`src/lkv_pkg.sv`:
```
package lkv_pkg;

  localparam int ENTRIES_DEF = 16;
  localparam int DATA_W      = 32;
  localparam int CAP_W       = 5;

  localparam logic [CAP_W-1:0]  CAP_RESET = 5'd16;
  localparam logic [DATA_W-1:0] READ_MISS = 32'hFFFF_FFFF;

  localparam logic MODE_GET = 1'b0;
  localparam logic MODE_PUT = 1'b1;

  typedef enum logic [1:0] {
    ST_IDLE,
    ST_MATCH,
    ST_UPDATE
  } state_t;

  typedef struct packed {
    logic capture;
    logic match;
    logic update;
  } cmd_t;

endpackage

```
`src/lkv_if.sv`:
```
interface lkv_in_if;
  logic                              valid;
  logic                              ready;
  logic                              mode;
  logic signed [lkv_pkg::DATA_W-1:0] lookup_key;
  logic signed [lkv_pkg::DATA_W-1:0] store_value;

  modport source (output valid, mode, lookup_key, store_value, input ready);
  modport sink   (input valid, mode, lookup_key, store_value, output ready);
endinterface

interface lkv_out_if;
  logic                              valid;
  logic                              ready;
  logic                              hit;
  logic signed [lkv_pkg::DATA_W-1:0] read_value;
  logic                              evicted;
  logic signed [lkv_pkg::DATA_W-1:0] evicted_key;

  modport source (output valid, hit, read_value, evicted, evicted_key, input ready);
  modport sink   (input valid, hit, read_value, evicted, evicted_key, output ready);
endinterface

```
`src/lkv_ctrl.sv`:
```
module lkv_ctrl (
  input  logic          clk,
  input  logic          rst_n,
  input  logic          in_valid,
  output logic          in_ready,
  output logic          out_valid,
  input  logic          out_ready,
  output lkv_pkg::cmd_t cmd
);

  lkv_pkg::state_t state_r, state_nxt;
  logic            out_valid_r, out_valid_nxt;
  logic            out_free;

  assign out_free = !out_valid_r || out_ready;

  always_comb begin
    state_nxt = state_r;
    case (state_r)
      lkv_pkg::ST_IDLE: begin
        if (in_valid) state_nxt = lkv_pkg::ST_MATCH;
      end
      lkv_pkg::ST_MATCH: begin
        state_nxt = lkv_pkg::ST_UPDATE;
      end
      lkv_pkg::ST_UPDATE: begin
        // wait here until the result register can take the item
        if (out_free) state_nxt = lkv_pkg::ST_IDLE;
      end
      default: begin
        state_nxt = lkv_pkg::ST_IDLE;
      end
    endcase
  end

  always_comb begin
    in_ready    = 1'b0;
    cmd.capture = 1'b0;
    cmd.match   = 1'b0;
    cmd.update  = 1'b0;
    case (state_r)
      lkv_pkg::ST_IDLE: begin
        in_ready    = 1'b1;
        cmd.capture = in_valid;
      end
      lkv_pkg::ST_MATCH: begin
        cmd.match = 1'b1;
      end
      lkv_pkg::ST_UPDATE: begin
        cmd.update = out_free;
      end
      default: begin
        in_ready = 1'b0;
      end
    endcase
  end

  always_comb begin
    out_valid_nxt = out_valid_r;
    if (cmd.update) out_valid_nxt = 1'b1;
    else if (out_ready) out_valid_nxt = 1'b0;
  end

  always_ff @(posedge clk) begin
    if (!rst_n) begin
      state_r     <= lkv_pkg::ST_IDLE;
      out_valid_r <= 1'b0;
    end else begin
      state_r     <= state_nxt;
      out_valid_r <= out_valid_nxt;
    end
  end

  assign out_valid = out_valid_r;

endmodule

```
`src/lkv_dp.sv`:
```
module lkv_dp #(
  parameter int ENTRIES = lkv_pkg::ENTRIES_DEF
) (
  input  logic                              clk,
  input  logic                              rst_n,
  input  lkv_pkg::cmd_t                     cmd,
  input  logic                              in_mode,
  input  logic signed [lkv_pkg::DATA_W-1:0] in_lookup_key,
  input  logic signed [lkv_pkg::DATA_W-1:0] in_store_value,
  input  logic                              cfg_we,
  input  logic        [lkv_pkg::CAP_W-1:0]  cfg_wdata,
  output logic                              out_hit,
  output logic signed [lkv_pkg::DATA_W-1:0] out_read_value,
  output logic                              out_evicted,
  output logic signed [lkv_pkg::DATA_W-1:0] out_evicted_key
);

  localparam int DW = lkv_pkg::DATA_W;
  localparam int IW = (ENTRIES > 1) ? $clog2(ENTRIES) : 1;
  localparam int CW = $clog2(ENTRIES + 1);
  localparam int EW = (CW > lkv_pkg::CAP_W) ? CW : lkv_pkg::CAP_W;

  // request
  logic          req_put_r;
  logic [DW-1:0] req_key_r;
  logic [DW-1:0] req_val_r;

  // store
  logic [lkv_pkg::CAP_W-1:0] cap_r;
  logic [DW-1:0]             keys_r [ENTRIES];
  logic [DW-1:0]             vals_r [ENTRIES];
  logic [IW-1:0]             rank_r [ENTRIES];
  logic [ENTRIES-1:0]        valid_r, valid_nxt;
  logic [CW-1:0]             count_r, count_nxt;

  // lookup results
  logic [ENTRIES-1:0] found_r, lru_r;
  logic               hit_r, evict_r;

  logic [ENTRIES-1:0] match_vec, lru_vec;
  logic [IW-1:0]      count_m1;
  logic [EW-1:0]      eff_cap;
  logic               need_evict;

  logic [IW-1:0]      found_idx, lru_idx, slot_idx;
  logic [IW-1:0]      found_rank;
  logic               do_evict, has_slot, put_miss;
  logic [ENTRIES-1:0] valid_after;

  logic          out_hit_r, out_evicted_r;
  logic [DW-1:0] out_read_r, out_evk_r;

  // lookup phase: parallel key compare and lru pick
  assign count_m1 = IW'(count_r - CW'(1));

  always_comb begin
    for (int i = 0; i < ENTRIES; i++) begin
      match_vec[i] = valid_r[i] && (keys_r[i] == req_key_r);
      // valid ranks are a permutation of 0..count-1
      lru_vec[i]   = valid_r[i] && (rank_r[i] == count_m1);
    end
  end

  always_comb begin
    if (cap_r == '0) eff_cap = EW'(1);
    else if (EW'(cap_r) > EW'(ENTRIES)) eff_cap = EW'(ENTRIES);
    else eff_cap = EW'(cap_r);
  end

  assign need_evict = EW'(count_r) >= eff_cap;

  // update phase
  always_comb begin
    found_idx = '0;
    lru_idx   = '0;
    for (int i = 0; i < ENTRIES; i++) begin
      if (found_r[i]) found_idx = found_idx | IW'(i);
      if (lru_r[i])   lru_idx   = lru_idx | IW'(i);
    end
  end

  assign found_rank  = rank_r[found_idx];
  assign put_miss    = req_put_r && !hit_r;
  assign do_evict    = put_miss && evict_r && (|lru_r);
  assign valid_after = valid_r & ~(do_evict ? lru_r : '0);

  // lowest free slot
  always_comb begin
    has_slot = 1'b0;
    slot_idx = '0;
    for (int i = ENTRIES - 1; i >= 0; i--) begin
      if (!valid_after[i]) begin
        has_slot = 1'b1;
        slot_idx = IW'(i);
      end
    end
  end

  always_comb begin
    valid_nxt = valid_r;
    count_nxt = count_r;
    if (put_miss) begin
      valid_nxt = valid_after;
      if (has_slot) valid_nxt[slot_idx] = 1'b1;
      count_nxt = count_r - CW'(do_evict) + CW'(has_slot);
    end
  end

  always_ff @(posedge clk) begin
    if (!rst_n) begin
      cap_r   <= lkv_pkg::CAP_RESET;
      valid_r <= '0;
      count_r <= '0;
      for (int i = 0; i < ENTRIES; i++) rank_r[i] <= '0;
    end else begin
      if (cfg_we) cap_r <= cfg_wdata;
      if (cmd.update) begin
        valid_r <= valid_nxt;
        count_r <= count_nxt;
        if (hit_r) begin
          for (int i = 0; i < ENTRIES; i++) begin
            if (valid_r[i] && rank_r[i] < found_rank) rank_r[i] <= rank_r[i] + IW'(1);
          end
          rank_r[found_idx] <= '0;
        end else if (req_put_r && has_slot) begin
          for (int i = 0; i < ENTRIES; i++) begin
            if (valid_after[i]) rank_r[i] <= rank_r[i] + IW'(1);
          end
          rank_r[slot_idx] <= '0;
        end
      end
    end
  end

  always_ff @(posedge clk) begin
    if (cmd.capture) begin
      req_put_r <= (in_mode == lkv_pkg::MODE_PUT);
      req_key_r <= in_lookup_key;
      req_val_r <= in_store_value;
    end
    if (cmd.match) begin
      found_r <= match_vec;
      lru_r   <= lru_vec;
      hit_r   <= |match_vec;
      evict_r <= need_evict;
    end
    if (cmd.update) begin
      if (hit_r && req_put_r) vals_r[found_idx] <= req_val_r;
      if (put_miss && has_slot) begin
        keys_r[slot_idx] <= req_key_r;
        vals_r[slot_idx] <= req_val_r;
      end
      out_hit_r     <= hit_r;
      out_read_r    <= (hit_r && !req_put_r) ? vals_r[found_idx] : lkv_pkg::READ_MISS;
      out_evicted_r <= do_evict;
      out_evk_r     <= do_evict ? keys_r[lru_idx] : '0;
    end
  end

  assign out_hit         = out_hit_r;
  assign out_read_value  = out_read_r;
  assign out_evicted     = out_evicted_r;
  assign out_evicted_key = out_evk_r;

endmodule

```
`src/lru_key_value_cache.sv`:
```
// flow: an item passes accept, key compare and update in turn, and a new
//   item is taken only once the last one is through; a held result
//   stalls the update step
// reset: synchronous active low; clears entries, recency, count and the
//   result valid, capacity returns to 16; no clearing pass
module lru_key_value_cache #(
  parameter int ENTRIES = lkv_pkg::ENTRIES_DEF
) (
  input  logic                             clk,
  input  logic                             rst_n,
  lkv_in_if.sink                           in_chan,
  lkv_out_if.source                        out_chan,
  input  logic                             cfg_we,
  input  logic [lkv_pkg::CAP_W-1:0]        cfg_wdata
);

  lkv_pkg::cmd_t cmd;

  lkv_ctrl u_ctrl (
    .clk       (clk),
    .rst_n     (rst_n),
    .in_valid  (in_chan.valid),
    .in_ready  (in_chan.ready),
    .out_valid (out_chan.valid),
    .out_ready (out_chan.ready),
    .cmd       (cmd)
  );

  lkv_dp #(
    .ENTRIES (ENTRIES)
  ) u_dp (
    .clk             (clk),
    .rst_n           (rst_n),
    .cmd             (cmd),
    .in_mode         (in_chan.mode),
    .in_lookup_key   (in_chan.lookup_key),
    .in_store_value  (in_chan.store_value),
    .cfg_we          (cfg_we),
    .cfg_wdata       (cfg_wdata),
    .out_hit         (out_chan.hit),
    .out_read_value  (out_chan.read_value),
    .out_evicted     (out_chan.evicted),
    .out_evicted_key (out_chan.evicted_key)
  );

endmodule

```
`src/flat_wrapper.sv`:
```
// flat-port wrapper written by rule: the top's interface ports become plain ports
module lru_key_value_cache_flat 
#(
  parameter int ENTRIES = lkv_pkg::ENTRIES_DEF
)
  (clk, rst_n, cfg_we, cfg_wdata, in_chan_valid, in_chan_mode, in_chan_lookup_key, in_chan_store_value, in_chan_ready, out_chan_valid, out_chan_hit, out_chan_read_value, out_chan_evicted, out_chan_evicted_key, out_chan_ready);
  lkv_in_if in_chan_i ();
  lkv_out_if out_chan_i ();
  input  logic clk;
  input  logic rst_n;
  input  logic cfg_we;
  input  logic [lkv_pkg::CAP_W-1:0] cfg_wdata;
  input wire logic [$bits(in_chan_i.valid)-1:0] in_chan_valid;
  input wire logic [$bits(in_chan_i.mode)-1:0] in_chan_mode;
  input wire logic [$bits(in_chan_i.lookup_key)-1:0] in_chan_lookup_key;
  input wire logic [$bits(in_chan_i.store_value)-1:0] in_chan_store_value;
  output wire logic [$bits(in_chan_i.ready)-1:0] in_chan_ready;
  output wire logic [$bits(out_chan_i.valid)-1:0] out_chan_valid;
  output wire logic [$bits(out_chan_i.hit)-1:0] out_chan_hit;
  output wire logic [$bits(out_chan_i.read_value)-1:0] out_chan_read_value;
  output wire logic [$bits(out_chan_i.evicted)-1:0] out_chan_evicted;
  output wire logic [$bits(out_chan_i.evicted_key)-1:0] out_chan_evicted_key;
  input wire logic [$bits(out_chan_i.ready)-1:0] out_chan_ready;
  assign in_chan_i.valid = in_chan_valid;
  assign in_chan_i.mode = in_chan_mode;
  assign in_chan_i.lookup_key = in_chan_lookup_key;
  assign in_chan_i.store_value = in_chan_store_value;
  assign in_chan_ready = in_chan_i.ready;
  assign out_chan_valid = out_chan_i.valid;
  assign out_chan_hit = out_chan_i.hit;
  assign out_chan_read_value = out_chan_i.read_value;
  assign out_chan_evicted = out_chan_i.evicted;
  assign out_chan_evicted_key = out_chan_i.evicted_key;
  assign out_chan_i.ready = out_chan_ready;
  lru_key_value_cache #(.ENTRIES(ENTRIES)) u_core (.clk(clk), .rst_n(rst_n), .in_chan(in_chan_i), .out_chan(out_chan_i), .cfg_we(cfg_we), .cfg_wdata(cfg_wdata));
endmodule
```
`config.mk`:
```
export PLATFORM = sky130hd
export DESIGN_NAME = lru_key_value_cache_flat
export DESIGN_NICKNAME = d
export VERILOG_FILES = /design/src/lkv_pkg.sv /design/src/lkv_if.sv /design/src/lkv_ctrl.sv /design/src/lkv_dp.sv /design/src/lru_key_value_cache.sv /design/src/flat_wrapper.sv
export SDC_FILE = /design/constraint.sdc
export NUM_CORES = 2
export LEC_CHECK = 0
export BUFFER_PORTS_ARGS = -buffer_cell sky130_fd_sc_hd__buf_4
export CAP_MARGIN = 25
export CORE_MARGIN = 2
export CORE_UTILIZATION = 40
export CTS_BUF_LIST = sky130_fd_sc_hd__clkbuf_8
export DETAILED_ROUTE_END_ITERATION = 8
export PLACE_DENSITY = 0.56
export SYNTH_ARGS = -nofsm -noshare
export SYNTH_HDL_FRONTEND = slang
export SYNTH_SLANG_ARGS = --single-unit
export TNS_END_PERCENT = 5
```
`constraint.sdc`:
```
create_clock -name clk -period 6.7 [get_ports clk]
set_clock_uncertainty 0.15 [all_clocks]
set_input_delay 1.34 -clock clk [delete_from_list [all_inputs] [get_ports clk]]
set_output_delay 1.34 -clock clk [all_outputs]
set_load 0.02 [all_outputs]
```
==> run_summary.xml <==
<?xml version="1.0" encoding="UTF-8"?>
<metrics>
  <group name="grt">
    <metric name="largest_net_degree_at_the_start_of_global_routing" unit="">146</metric>
    <metric name="via_count_of_the_first_global_routing_pass" unit="">40710</metric>
    <metric name="antenna_found_initial" unit="">6</metric>
    <metric name="grt_pass1_wl" unit="um">282900</metric>
    <metric name="grtUsageTotal" unit="">0.2529</metric>
    <metric name="overflow" unit="">0</metric>
  </group>
  <group name="timing">
    <metric name="slew_at_the_pin_closest_to_its_max_slew_limit" unit="ns">1.185</metric>
    <metric name="period_minus_slack" unit="ns">4.897</metric>
    <metric name="unrepaired_setup_endpoints_after_global_routing" unit="">false</metric>
    <metric name="fmax" unit="MHz">204.2</metric>
    <metric name="timing.final.crit_share" unit="">0.7309</metric>
    <metric name="final_hold_violation_count" unit="">0</metric>
    <metric name="final-setup-viol-count" unit="">0</metric>
    <metric name="max-slew-margin-rel" unit="">0.2027</metric>
    <metric name="setup-tns-final" unit="ns">0</metric>
    <metric name="finalMaxSlewViolations" unit="">0</metric>
  </group>
  <group name="clock_network">
    <metric name="clock_sink_count" unit="">1281</metric>
    <metric name="htree_levels" unit="">4</metric>
    <metric name="clk_pin_slew_worst_paths" unit="ns">0.06</metric>
    <metric name="clk_latency" unit="ns">0.97</metric>
    <metric name="count_of_hold_fix_buffers_inserted_at_cts" unit="">0</metric>
    <metric name="count_of_instances_resized_after_the_clock_tree_is_built" unit="">0</metric>
    <metric name="tritoncts" unit="">done</metric>
    <metric name="cts_made_buffers" unit="">216</metric>
    <metric name="cts_max_path_buffers" unit="">3</metric>
    <metric name="clock-root-buffer" unit="">sky130_fd_sc_hd__clkbuf_8</metric>
    <metric name="post-cts-setup-buffer-count" unit="">0</metric>
  </group>
  <group name="logic_synthesis">
    <metric name="synth-seq-cells" unit="">1281</metric>
    <metric name="ys_async_sr_fraction" unit="">0</metric>
    <metric name="syn_area" unit="mm^2">0.05933</metric>
    <metric name="synth.distinct_cells" unit="">78</metric>
    <metric name="primary_ff_master_synth" unit="">sky130_fd_sc_hd__edfxtp_1</metric>
    <metric name="synth-seq-area-share" unit="">0.6326</metric>
    <metric name="synthCells" unit="">5045</metric>
    <metric name="synth-warning-count" unit="">0</metric>
    <metric name="synthesis.nets" unit="">5198</metric>
    <metric name="synth_largest_area_cell" unit="">sky130_fd_sc_hd__edfxtp_1</metric>
    <metric name="top_area_cells_in_the_synthesized_netlist" unit="">sky130_fd_sc_hd__edfxtp_1 60%, sky130_fd_sc_hd__nand2_1 7.4%, sky130_fd_sc_hd__xnor2_1 7.2%</metric>
    <metric name="synth_edf_count" unit="">1188</metric>
    <metric name="post_synth.cell_area_avg" unit="um^2">11.76</metric>
    <metric name="yosysTopAreaCellShare" unit="">0.6013</metric>
  </group>
  <group name="floorplan">
    <metric name="design.core.area" unit="mm^2">0.1475</metric>
    <metric name="floorplan.die.width" unit="um">389.1</metric>
    <metric name="initial_core_utilization" unit="">0.4023</metric>
    <metric name="row_count" unit="">141</metric>
    <metric name="fp.dieH" unit="um">389.1</metric>
    <metric name="io-pin-count" unit="">143</metric>
    <metric name="fp.dieArea" unit="mm^2">0.1514</metric>
  </group>
  <group name="worst_setup_path">
    <metric name="criticalPathCategory" unit="">reg -&gt; reg</metric>
    <metric name="cp_common_cell" unit="">sky130_fd_sc_hd__buf_4</metric>
    <metric name="cpPeakStageDelay" unit="ns">0.82</metric>
    <metric name="timing.critical_path.required" unit="ns">7.16</metric>
    <metric name="worst_path_max_delay_cell" unit="">sky130_fd_sc_hd__nor4_1</metric>
    <metric name="path_delay_family" unit="">simple AND/OR/NAND/NOR gates</metric>
    <metric name="critical_path.n_buffers_inverters" unit="">3</metric>
    <metric name="critical_path.startpoint_type" unit="">register</metric>
    <metric name="worst-path-max-fanout" unit="">35</metric>
    <metric name="reg2reg_setup_slack" unit="ns">1.80</metric>
    <metric name="worstSetupEndpointType" unit="">register</metric>
    <metric name="path_cells" unit="">nor4_1, nand2_2, o31ai_4, buf_4, o2111ai_1, a41oi_1, buf_4, a31oi_1, nor2_4, buf_4</metric>
    <metric name="timing.critical_path.arrival" unit="ns">5.36</metric>
  </group>
  <group name="place">
    <metric name="post-place-cells" unit="">6920</metric>
    <metric name="post_dp_cell_area" unit="mm^2">0.06326</metric>
    <metric name="gp_congestion" unit="">0.9390</metric>
    <metric name="place_hpwl" unit="um">128100</metric>
    <metric name="portBuffers" unit="">142</metric>
  </group>
  <group name="drt">
    <metric name="final_antenna_net_count" unit="">0</metric>
    <metric name="dr.first_iter.drc_count" unit="">4616</metric>
    <metric name="vias" unit="">42448</metric>
    <metric name="routed_via_density" unit="">5.810</metric>
    <metric name="avgRoutedWirePerCell" unit="um">26.68</metric>
    <metric name="wl" unit="um">195000</metric>
    <metric name="drc" unit="">0</metric>
    <metric name="detailedRoute.firstPassIterationCount" unit="">6</metric>
  </group>
  <group name="power">
    <metric name="vdd.ir_drop.worst" unit="mV">0.1642</metric>
    <metric name="power_total" unit="W">0.01671</metric>
    <metric name="static_leakage" unit="nW">22.70</metric>
    <metric name="cellPowerDensity" unit="mW/mm^2">248.3</metric>
  </group>
  <group name="layout">
    <metric name="count_of_nets_after_finishing" unit="">5368</metric>
    <metric name="stdcell_area" unit="mm^2">0.06729</metric>
    <metric name="drive_gt1_frac" unit="">0.1150</metric>
    <metric name="layoutNonFillerInstCount" unit="">7306</metric>
    <metric name="flow.area_growth_from_synthesis" unit="%">13.42</metric>
    <metric name="fillerInstances" unit="">13586</metric>
    <metric name="multi_input_area" unit="mm^2">0.02076</metric>
    <metric name="seq_cell_area" unit="mm^2">0.03754</metric>
  </group>
  <group name="min_path">
    <metric name="hold_class" unit="">reg -&gt; reg</metric>
  </group>
  <group name="status">
    <metric name="run_status" unit="">finished, final reports clean</metric>
  </group>
  <group name="job">
    <metric name="max_cap_violations" unit="">0</metric>
  </group>
</metrics>
metrics by stage:
step | setup WS [ns] | utilization | hold WS [ns]
5_1_grt | 1.401 | 0.4563 | 0.3069
6_report | 1.803 | 0.4563 | 0.3473
3_5_place_dp | 1.663 | 0.4289 | 0.3383
4_1_cts | 1.810 | 0.4556 | 0.2866
2_1_floorplan | 0.9883 | - | 0.3111
3_3_place_gp | 1.688 | 0.4265 | 0.3327
cells in the final DEF (no fill, tap or decap), types with 6 or more instances in the layout:
cell type / n
sky130_fd_sc_hd__clkbuf_8: 228
sky130_fd_sc_hd__xnor2_1: 485
sky130_fd_sc_hd__nor3_1: 52
sky130_fd_sc_hd__a31oi_1: 41
sky130_fd_sc_hd__nand3_1: 361
sky130_fd_sc_hd__dfxtp_1: 93
sky130_fd_sc_hd__a41oi_1: 6
sky130_fd_sc_hd__a21o_1: 12
sky130_fd_sc_hd__a311oi_1: 228
sky130_fd_sc_hd__buf_12: 19
sky130_fd_sc_hd__xor2_1: 100
sky130_fd_sc_hd__buf_4: 253
sky130_fd_sc_hd__or3_1: 20
sky130_fd_sc_hd__nor2_4: 32
sky130_fd_sc_hd__nor2_1: 74
sky130_fd_sc_hd__nand4_1: 132
sky130_fd_sc_hd__and2_1: 9
sky130_fd_sc_hd__ha_1: 77
sky130_fd_sc_hd__edfxtp_1: 1188
sky130_fd_sc_hd__buf_16: 7
sky130_fd_sc_hd__nand2b_1: 13
sky130_fd_sc_hd__o21a_1: 13
sky130_fd_sc_hd__mux2i_1: 21
sky130_fd_sc_hd__o211ai_1: 22
sky130_fd_sc_hd__or2_2: 7
sky130_fd_sc_hd__a211oi_1: 47
sky130_fd_sc_hd__a21oi_1: 76
sky130_fd_sc_hd__nor4_1: 62
sky130_fd_sc_hd__nand3b_1: 8
sky130_fd_sc_hd__and3_1: 134
sky130_fd_sc_hd__inv_1: 110
sky130_fd_sc_hd__o21ai_0: 80
sky130_fd_sc_hd__clkinv_2: 13
sky130_fd_sc_hd__clkinv_1: 44
sky130_fd_sc_hd__a2111oi_0: 15
sky130_fd_sc_hd__or4_1: 8
sky130_fd_sc_hd__nand2_1: 1159
registers in the layout (all words and copies together) (netlist names):
signal and count:
u_core.u_dp.out_read_value 32, u_core.u_ctrl.state_r 2, u_core.u_dp.evict_r 1, u_core.u_dp.cap_r 5, u_core.u_dp.valid_r 16, u_core.u_dp.rank_r 64
u_core.u_dp.keys_r 512, u_core.u_dp.hit_r 1, u_core.u_dp.req_key_r 32, u_core.u_dp.out_hit 1, u_core.u_dp.vals_r 512, u_core.u_dp.count_r 5
u_core.u_dp.out_evicted_key 32, u_core.u_dp.req_put_r 1, u_core.u_dp.found_r 15, u_core.u_dp.req_val_r 32, u_core.u_dp.lru_r 16, u_core.u_dp.out_evicted 1
u_core.u_ctrl.out_valid 1
Yosys cell counts (6+ instances only):
| cell | count |
|---|---|
| sky130_fd_sc_hd__a311oi_1 | 228 |
| sky130_fd_sc_hd__o21a_1 | 13 |
| sky130_fd_sc_hd__nor4_1 | 63 |
| sky130_fd_sc_hd__nor3_1 | 52 |
| sky130_fd_sc_hd__a211oi_1 | 47 |
| sky130_fd_sc_hd__edfxtp_1 | 1188 |
| sky130_fd_sc_hd__nand3b_1 | 8 |
| sky130_fd_sc_hd__and2_1 | 13 |
| sky130_fd_sc_hd__dfxtp_1 | 93 |
| sky130_fd_sc_hd__a21o_1 | 12 |
| sky130_fd_sc_hd__a31oi_1 | 41 |
| sky130_fd_sc_hd__nand2b_1 | 14 |
| sky130_fd_sc_hd__nand4_1 | 132 |
| sky130_fd_sc_hd__o21ai_0 | 83 |
| sky130_fd_sc_hd__or3_1 | 20 |
| sky130_fd_sc_hd__a2111oi_0 | 16 |
| sky130_fd_sc_hd__mux2i_1 | 21 |
| sky130_fd_sc_hd__clkbuf_1 | 307 |
| sky130_fd_sc_hd__or2_2 | 7 |
| sky130_fd_sc_hd__xnor2_1 | 487 |
| sky130_fd_sc_hd__nand2_1 | 1164 |
| sky130_fd_sc_hd__buf_1 | 22 |
| sky130_fd_sc_hd__nand3_1 | 362 |
| sky130_fd_sc_hd__ha_1 | 77 |
| sky130_fd_sc_hd__nor2b_1 | 6 |
| sky130_fd_sc_hd__inv_1 | 34 |
| sky130_fd_sc_hd__o211ai_1 | 22 |
| sky130_fd_sc_hd__a41oi_1 | 6 |
| sky130_fd_sc_hd__or4_1 | 8 |
| sky130_fd_sc_hd__and3_1 | 135 |
| sky130_fd_sc_hd__a21oi_1 | 76 |
| sky130_fd_sc_hd__xor2_1 | 100 |
| sky130_fd_sc_hd__nor2_1 | 104 |
cells by family (layout without fill, tap and decap cells):
family | count (synthesis) | count (layout) | share of synthesized area
other cells | 0 | 2 | 0
flops | 1281 | 1281 | 0.6326
buf+inv | 368 | 697 | 0.02337
simple gates | 2104 | 2104 | 0.1604
fa+ha+maj | 78 | 78 | 0.01657
compound gates | 601 | 601 | 0.07587
xor+xnor | 587 | 587 | 0.08665
mux | 26 | 26 | 0.004492
cell type report:
cell class,count,area share
antenna,2,0.00007437
tap,1930,0.03588
clock inverter,149,0.01184
inverter,35,0.001952
sequential,1281,0.5578
clock buffer,228,0.04663
timing repair buffer,285,0.03726
multi-input combinational,3396,0.3086
final timing paths:
path	endpoint	depth (start not counted)	start
worst max-delay path	u_core.u_dp.vals_r[4][20]	10	u_core.u_dp.lru_r[13]
worst min register to register	u_core.u_dp.cap_r[0]	2	u_core.u_dp.cap_r[0]
worst max register to register	u_core.u_dp.vals_r[4][20]	10	u_core.u_dp.lru_r[13]
worst min-delay path	u_core.u_dp.cap_r[0]	2	u_core.u_dp.cap_r[0]
worst reg2reg max path, stage by stage (launching register included):
cell	delay (ns)
sky130_fd_sc_hd__edfxtp_1	0.49
sky130_fd_sc_hd__nor4_1	0.82
sky130_fd_sc_hd__nand2_2	0.17
sky130_fd_sc_hd__o31ai_4	0.19
sky130_fd_sc_hd__buf_4	0.52
sky130_fd_sc_hd__o2111ai_1	0.20
sky130_fd_sc_hd__a41oi_1	0.25
sky130_fd_sc_hd__buf_4	0.24
sky130_fd_sc_hd__a31oi_1	0.36
sky130_fd_sc_hd__nor2_4	0.73
sky130_fd_sc_hd__buf_4	0.42
power by group:
part           total [W]  internal (W)  switching (W)
registers        0.00904       0.00884       0.000202
logic            0.00110      0.000402       0.000701
clock network    0.00656       0.00329        0.00328
per-layer routing:
| metal | global-route usage | part of all wire |
|---|---|---|
| met1 | 0.3611 | 0.43 |
| met3 | 0.04628 | 0.079 |
| met2 | 0.3847 | 0.45 |
| met4 | 0.09260 | 0.036 |
| met5 | 0 | 0.00014 |
Note: power is estimated with default switching activity, not from simulation.
